<file path="src/rtl/wto_pkg.sv">
// ----------------------------------------------------------------------------
// wto_pkg
// Shared widths, codes and controller/datapath bundles of the wavetable
// oscillator.
// ----------------------------------------------------------------------------
`default_nettype none

package wto_pkg;

    localparam int PHASE_W    = 24;
    localparam int GAIN_W     = 16;
    localparam int WAVE_W     = 3;
    localparam int BAND_W     = 4;
    localparam int KIND_W     = 2;
    localparam int ADDR_W     = 10;
    localparam int VALUE_W    = 18;
    localparam int CFG_IDX_W  = 3;
    localparam int CFG_DATA_W = 24;

    typedef enum logic [CFG_IDX_W-1:0] {
        CFG_PHASE_STEP  = 3'd0,
        CFG_WAVEFORM    = 3'd1,
        CFG_GAIN        = 3'd2,
        CFG_PULSE_WIDTH = 3'd3,
        CFG_BAND_SELECT = 3'd4
    } t_cfg_idx;

    // waveform codes; 5..7 behave as silent
    localparam logic [WAVE_W-1:0] WAVE_SILENT   = 3'd0;
    localparam logic [WAVE_W-1:0] WAVE_SINE     = 3'd1;
    localparam logic [WAVE_W-1:0] WAVE_SQUARE   = 3'd2;
    localparam logic [WAVE_W-1:0] WAVE_SAW      = 3'd3;
    localparam logic [WAVE_W-1:0] WAVE_TRIANGLE = 3'd4;

    typedef enum logic [KIND_W-1:0] {
        KIND_SINE     = 2'd0,
        KIND_SAW_UP   = 2'd1,
        KIND_SAW_DOWN = 2'd2,
        KIND_TRIANGLE = 2'd3
    } t_kind;

    typedef enum logic {
        MODE_TICK  = 1'b0,
        MODE_WRITE = 1'b1
    } t_mode;

    localparam logic [GAIN_W-1:0]  GAIN_RESET = 16'd16384;
    localparam logic [PHASE_W-1:0] PW_RESET   = 24'd8388608;

    typedef struct packed {
        logic wr;
        logic clr_res;
        logic prep;
        logic rd_a;
        logic rd_b;
        logic diff;
        logic mult;
        logic acc;
        logic lk;
        logic scale;
        logic sat;
        logic load_out;
    } t_dp_cmd;

    typedef struct packed {
        logic silent;
        logic square;
    } t_dp_status;

endpackage

`default_nettype wire

</file>
<file path="src/rtl/wto_controller.sv">
// ----------------------------------------------------------------------------
// wto_controller
// Sequencer for table lookups, scaling and output hand-off.
// ----------------------------------------------------------------------------
`default_nettype none

module wto_controller (
    input  wire logic                 i_clk,
    input  wire logic                 i_rst_n,
    input  wire logic                 i_in_valid,
    input  wire logic                 i_in_mode,
    output logic                      o_in_ready,
    output logic                      o_out_valid,
    input  wire logic                 i_out_ready,
    input  wire wto_pkg::t_dp_status  i_status,
    output wto_pkg::t_dp_cmd          o_cmd
);

    typedef enum logic [9:0] {
        S_IDLE  = 10'b0000000001,
        S_PREP  = 10'b0000000010,
        S_RDA   = 10'b0000000100,
        S_RDB   = 10'b0000001000,
        S_DIFF  = 10'b0000010000,
        S_MULT  = 10'b0000100000,
        S_ACC   = 10'b0001000000,
        S_SCALE = 10'b0010000000,
        S_SAT   = 10'b0100000000,
        S_OUT   = 10'b1000000000
    } t_state;

    t_state r_state, n_state;
    logic   r_lk, n_lk;
    logic   r_out_valid, n_out_valid;

    always_comb begin
        n_state     = r_state;
        n_lk        = r_lk;
        n_out_valid = r_out_valid && !i_out_ready;
        o_cmd       = '0;
        o_cmd.lk    = r_lk;
        case (r_state)
            S_IDLE: begin
                if (i_in_valid) begin
                    if (i_in_mode == wto_pkg::MODE_WRITE) begin
                        o_cmd.wr = 1'b1;
                    end else begin
                        n_lk = 1'b0;
                        if (i_status.silent) begin
                            o_cmd.clr_res = 1'b1;
                            n_state       = S_OUT;
                        end else begin
                            n_state = S_PREP;
                        end
                    end
                end
            end
            S_PREP: begin
                o_cmd.prep = 1'b1;
                n_state    = S_RDA;
            end
            S_RDA: begin
                o_cmd.rd_a = 1'b1;
                n_state    = S_RDB;
            end
            S_RDB: begin
                o_cmd.rd_b = 1'b1;
                n_state    = S_DIFF;
            end
            S_DIFF: begin
                o_cmd.diff = 1'b1;
                n_state    = S_MULT;
            end
            S_MULT: begin
                o_cmd.mult = 1'b1;
                n_state    = S_ACC;
            end
            S_ACC: begin
                o_cmd.acc = 1'b1;
                if (i_status.square && !r_lk) begin
                    n_lk    = 1'b1;
                    n_state = S_PREP;
                end else begin
                    n_state = S_SCALE;
                end
            end
            S_SCALE: begin
                o_cmd.scale = 1'b1;
                n_state     = S_SAT;
            end
            S_SAT: begin
                o_cmd.sat = 1'b1;
                n_state   = S_OUT;
            end
            S_OUT: begin
                if (!r_out_valid || i_out_ready) begin
                    o_cmd.load_out = 1'b1;
                    n_out_valid    = 1'b1;
                    n_state        = S_IDLE;
                end
            end
            default: begin
                n_state = S_IDLE;
            end
        endcase
    end

    always_ff @(posedge i_clk) begin
        if (!i_rst_n) begin
            r_state     <= S_IDLE;
            r_lk        <= 1'b0;
            r_out_valid <= 1'b0;
        end else begin
            r_state     <= n_state;
            r_lk        <= n_lk;
            r_out_valid <= n_out_valid;
        end
    end

    assign o_in_ready  = (r_state == S_IDLE);
    assign o_out_valid = r_out_valid;

endmodule

`default_nettype wire

</file>
<file path="config.mk">
export PLATFORM = sky130hd
export DESIGN_NAME = wto_controller
export DESIGN_NICKNAME = d
export VERILOG_FILES = /design/src/rtl/wto_pkg.sv /design/src/rtl/wto_controller.sv
export SDC_FILE = /design/constraint.sdc
export NUM_CORES = 1
export LEC_CHECK = 0
export ABC_AREA = 1
export BUFFER_PORTS_ARGS = -buffer_cell sky130_fd_sc_hd__buf_2
export CORE_UTILIZATION = 50
export DETAILED_ROUTE_END_ITERATION = 8
export GPL_ROUTABILITY_DRIVEN = 1
export PLACE_DENSITY_LB_ADDON = 0.15
export RECOVER_POWER = 100
export SLEW_MARGIN = 25
export SYNTH_ARGS = -nofsm -noshare
export SYNTH_HDL_FRONTEND = slang
export SYNTH_SLANG_ARGS = --single-unit
</file>
<file path="constraint.sdc">
create_clock -name i_clk -period 2.8 [get_ports i_clk]
set_input_delay 0.42 -clock i_clk [delete_from_list [all_inputs] [get_ports i_clk]]
set_output_delay 0.42 -clock i_clk [all_outputs]
set_load 0.01 [all_outputs]
</file>
### Word-level counts from Yosys, hierarchy flattened

Index checks and enable logic that the tools add are counted.

| storage, ports and cells | value |
|---|---|
| logic and storage cells | 53 |
| input port bits | 7 |
| output and inout port bits | 14 |
| bits in registers | 12 |

| operators by class | value |
|---|---|
| equal/unequal tests | 14 |
| reductions and logical operators | 9 |
| mux-type cells | 27 |

Operators with widths:

| kind | number |
|---|---|
| 10-bit case mux with 10 select lines | 1 |
| 10-bit 2-to-1 mux | 4 |
| 1-bit 2-to-1 mux | 18 |
| 10-bit by 1-bit == test with 1-bit output, second input constant | 1 |
| 10-bit == test, second input constant | 1 |
| 10-bit by 2-bit == test with 1-bit output, second input constant | 1 |
| 10-bit by 3-bit == test with 1-bit output, second input constant | 1 |
| 10-bit by 4-bit == test with 1-bit output, second input constant | 1 |
| 10-bit by 5-bit == test with 1-bit output, second input constant | 1 |
| 10-bit by 6-bit == test with 1-bit output, second input constant | 1 |
| 10-bit by 7-bit == test with 1-bit output, second input constant | 1 |
| 10-bit by 8-bit == test with 1-bit output, second input constant | 1 |
| 10-bit by 9-bit == test with 1-bit output, second input constant | 1 |
| 8-bit 2-to-1 mux | 1 |
| 2-bit != test, second input constant | 4 |
| 2-bit 2-to-1 mux | 2 |
| 4-bit AND reduction | 1 |
| 1-bit zero test | 3 |
| 3-bit AND reduction | 1 |
| 1-bit logical AND | 2 |
| 1-bit case mux with 2 select lines | 1 |
| 2-bit nonzero test | 1 |
| 1-bit logical OR | 1 |

### Longest topological paths before layout

| logic depth | value |
|---|---|
| depth after elaboration | 4 |
| mapped depth | 8 |
| gate-level depth less buffers | 8 |

### Worst setup path before layout

No wires, ideal clock.

| timing | value |
|---|---|
| path type | register to output |
| start point | register r_state[6] |
| end point | output port o_cmd[10] (netlist name) |
| arrival | 1.056 ns |
| data required time | 2.380 ns |
| stages on the path, launching flop included | 6 |
| path slack | 1.324 ns |
| buffers on the path | 0 |
| cell sequence | dfxtp_1 > nor2_1 > nand2_2 > nor2_4 > nand2_2 > nor3_1 |

RTL lines:

| item | line | RTL |
|---|---|---|
| from (decl) | wto_controller.sv:32 | `t_state r_state, n_state;` |
| from (signal assigned) | wto_controller.sv:114 | `r_state <= n_state;` |
| to (decl) | wto_controller.sv:16 | `output wto_pkg::t_dp_cmd o_cmd` |

==> results by group <==
Critical path
  • Worst endpoint required time: between 2 and 2.5 ns
  • Worst EP arrival: 1.82 ns
  • CP endpoint kind: output pin
  • Max FO, Critical Path: 6
  • Crit start category: register
  • R2R cell count: 8
  • Crit path kind: register to output pin

Power and ir drop
  • PD cells: 675 nW/um^2
  • Maximum vdd drop: approximately 0.00035 V
  • Static leakage: 0.000530 uW
  • Pwr Total: just over 600 uW

Synth
  • Yosys Warn Count: 0
  • Seq cells post-synth: 12
  • Syn_nets: 138
  • Share of the synthesized area in the top cell type: 0.282
  • FFs w/ async S/R, synth: 0
  • Count of different cell masters after synthesis: 23
  • Count leader, synth: inv_1
  • Cell type with the largest total area after synthesis: dfxtp_1
  • Post-synth top flop: dfxtp_1
  • EDFF count, synth: 0
  • Synth top area cells: dfxtp_1 (28%), inv_1 (11%), nand2_1 (10%), nor2_1 (8.8%), nand3_1 (7.6%)
  • Commonest cells post-synth: inv_1 (24), nand2_1 (23), nor2_1 (20), nand3_1 (13), dfxtp_1 (12)
  • Mapped Cells: 131
  • Cell area after synthesis: 851 um^2
  • Register area share after synthesis: 0.282
  • Syn avg cell area: 6.49 um^2

GRT
  • Total track usage: 0.229
  • First-pass GRT wire length: 3080 um
  • Remaining global-route overflow: 0
  • Antenna violations before repair: 0
  • Maximum number of pins on one net before global-route repair: 10
  • Vias in the first global route: 713

Drt
  • Routed wire length: 1780 um
  • Initial DRC count: 10
  • DR vias/cell: 4.93
  • ANT nets after route: 0
  • TritonRoute pass-1 iters: 4
  • Post-route DRC violation count: 0
  • Via count: 828
  • Per-cell routed wire length: ~11 um

Place
  • Placer Congestion: 0.799
  • Dpl cells: 165
  • Port buffer count: 20
  • Post-DP Area: 956 um^2
  • Hpwl dp: 1440 um

STA
  • Slew of the pin with the lowest slew margin: 0.515 ns
  • Final period utilization: 0.800
  • Rel. slew slack: 0.655
  • Fin. max-slew vios: 0
  • Clock Skew: 0.00237 ns
  • RSZ-0062 raised after global routing: false
  • Fmax: 446 MHz
  • Final Setup Violations: 0
  • Min cycle time layout: 2.24 ns
  • Post-Route Setup TNS: 0 ns
  • Final Hold Fails: 0

CTS
  • CTS tree: done
  • Reg clk slew, reported paths: 0.07 ns
  • H-Tree Depth: 1
  • Root Buffer: clkbuf_4
  • Resize count post-CTS: 0
  • Clock sink count: 12
  • Post-CTS Setup Inserts: 0
  • Clk_lat worst skew: 0.27 ns
  • Buffer depth of the longest clock path: 2
  • Cts hold-fix bufs: 0
  • CTS buffer count: 3

Hold path
  • Worst Hold Class: input pin to register
  • WHS Path Cells: 3

Floorplanning
  • Die Ht: between 40 and 50 um
  • CORE AREA: 1540 um^2
  • Die width: 43.3 um
  • Total Die Area: 1870 um^2
  • # IOs: 21
  • Initial Utilization: 0.552
  • Row cnt: 14

Layout
  • Area Overhead vs Synth: 8.53%
  • Final core utilization: 0.599
  • Fin nets: 161
  • Register Area: about 240 um^2
  • Finished Layout Cells: about 170
  • Filler instances: 180
  • Ant diodes: 0
  • Share of post-route cells with drive strength above 1: 0.197
  • Multi-input logic area: 435 um^2
  • Fin area: 923 um^2

Job
  • Max-cap viol count: 0

Outcome
  • Status: finished clean
==> metrics by stage <==
step | setup WS (ns) | hold slack, ns
finish | 0.559 | 0.402
global route | 0.371 | 0.420
CTS | 0.893 | 0.395
detailed placement | 1.21 | 0.470
global placement | 1.19 | 0.460
floorplan | 1.32 | 0.453
==> final timing paths <==
kind,slack [ns],startpoint,endpoint
setup reg to reg,1.02,r_state[0]$_SDFFE_PN1P_,r_state[0]$_SDFFE_PN1P_
setup / recovery,0.56,r_state[9]$_SDFFE_PN0P_,o_cmd[6]
hold reg to reg,0.48,r_lk$_SDFFE_PN0P_,r_lk$_SDFFE_PN0P_
hold / removal,0.40,i_rst_n,r_state[2]$_SDFFE_PN0P_
==> cell usage in the layout, fill, tap and decap left out <==
master    count
a21oi_1       2
buf_2        12
clkbuf_1      8
clkbuf_4      3
clkinv_1      1
dfxtp_1      12
inv_1        25
inv_2         3
inv_4         1
nand2_1      24
nand2_2       2
nand2_4       1
nand3_1      13
nand3_2       1
nand3b_1      1
nand4_1       2
nand4_2       1
nor2_1       25
nor2_2        3
nor2_4        1
nor2_8        1
nor3_1        6
nor3b_1       1
nor4_2        1
o21ai_0       2
==> report_power, final <==
part           internal [uW]  switching, uW
clock network           49.9           55.5
logic                    102            208
registers                187           21.1
total                    339            284
==> flip-flops by register name, summed over array words and instances (netlist names) <==
| register | cells |
|---|---|
| o_out_valid | 1 |
| r_state | 10 |
| r_lk | 1 |
==> final cells by class <==
class | instances | share of cell area
multi-input combinational | 87 | 0.472
inverter | 30 | 0.125
clock buffer | 3 | 0.0244
sequential | 12 | 0.260
timing repair buffer | 20 | 0.0976
tap | 16 | 0.0217
==> logic make-up (layout without fill, tap and decap cells) <==
family | after synthesis | count (layout) | share of synthesized area
buffers and inverters | 32 | 53 | 0.153
flip-flops | 12 | 12 | 0.282
AO/OA/AOI/OAI | 4 | 4 | 0.0235
AND/OR/NAND/NOR | 83 | 83 | 0.541
==> layer usage <==
metal	global-route usage	part of all wire	routed length (um)
met5	0	0	0
met4	0.127	0.017	31
met3	0.0638	0.049	87
met2	0.355	0.45	795
met1	0.282	0.48	860
==> worst max-delay path, stage by stage, from the launching register on <==
cell and delay [ns]:
dfxtp_1 0.35, nor2_1 0.42, inv_4 0.11, nor2_1 0.28, nand3_1 0.19, inv_1 0.08
buf_2 0.12
Note: power is estimated with default switching activity, not from simulation.
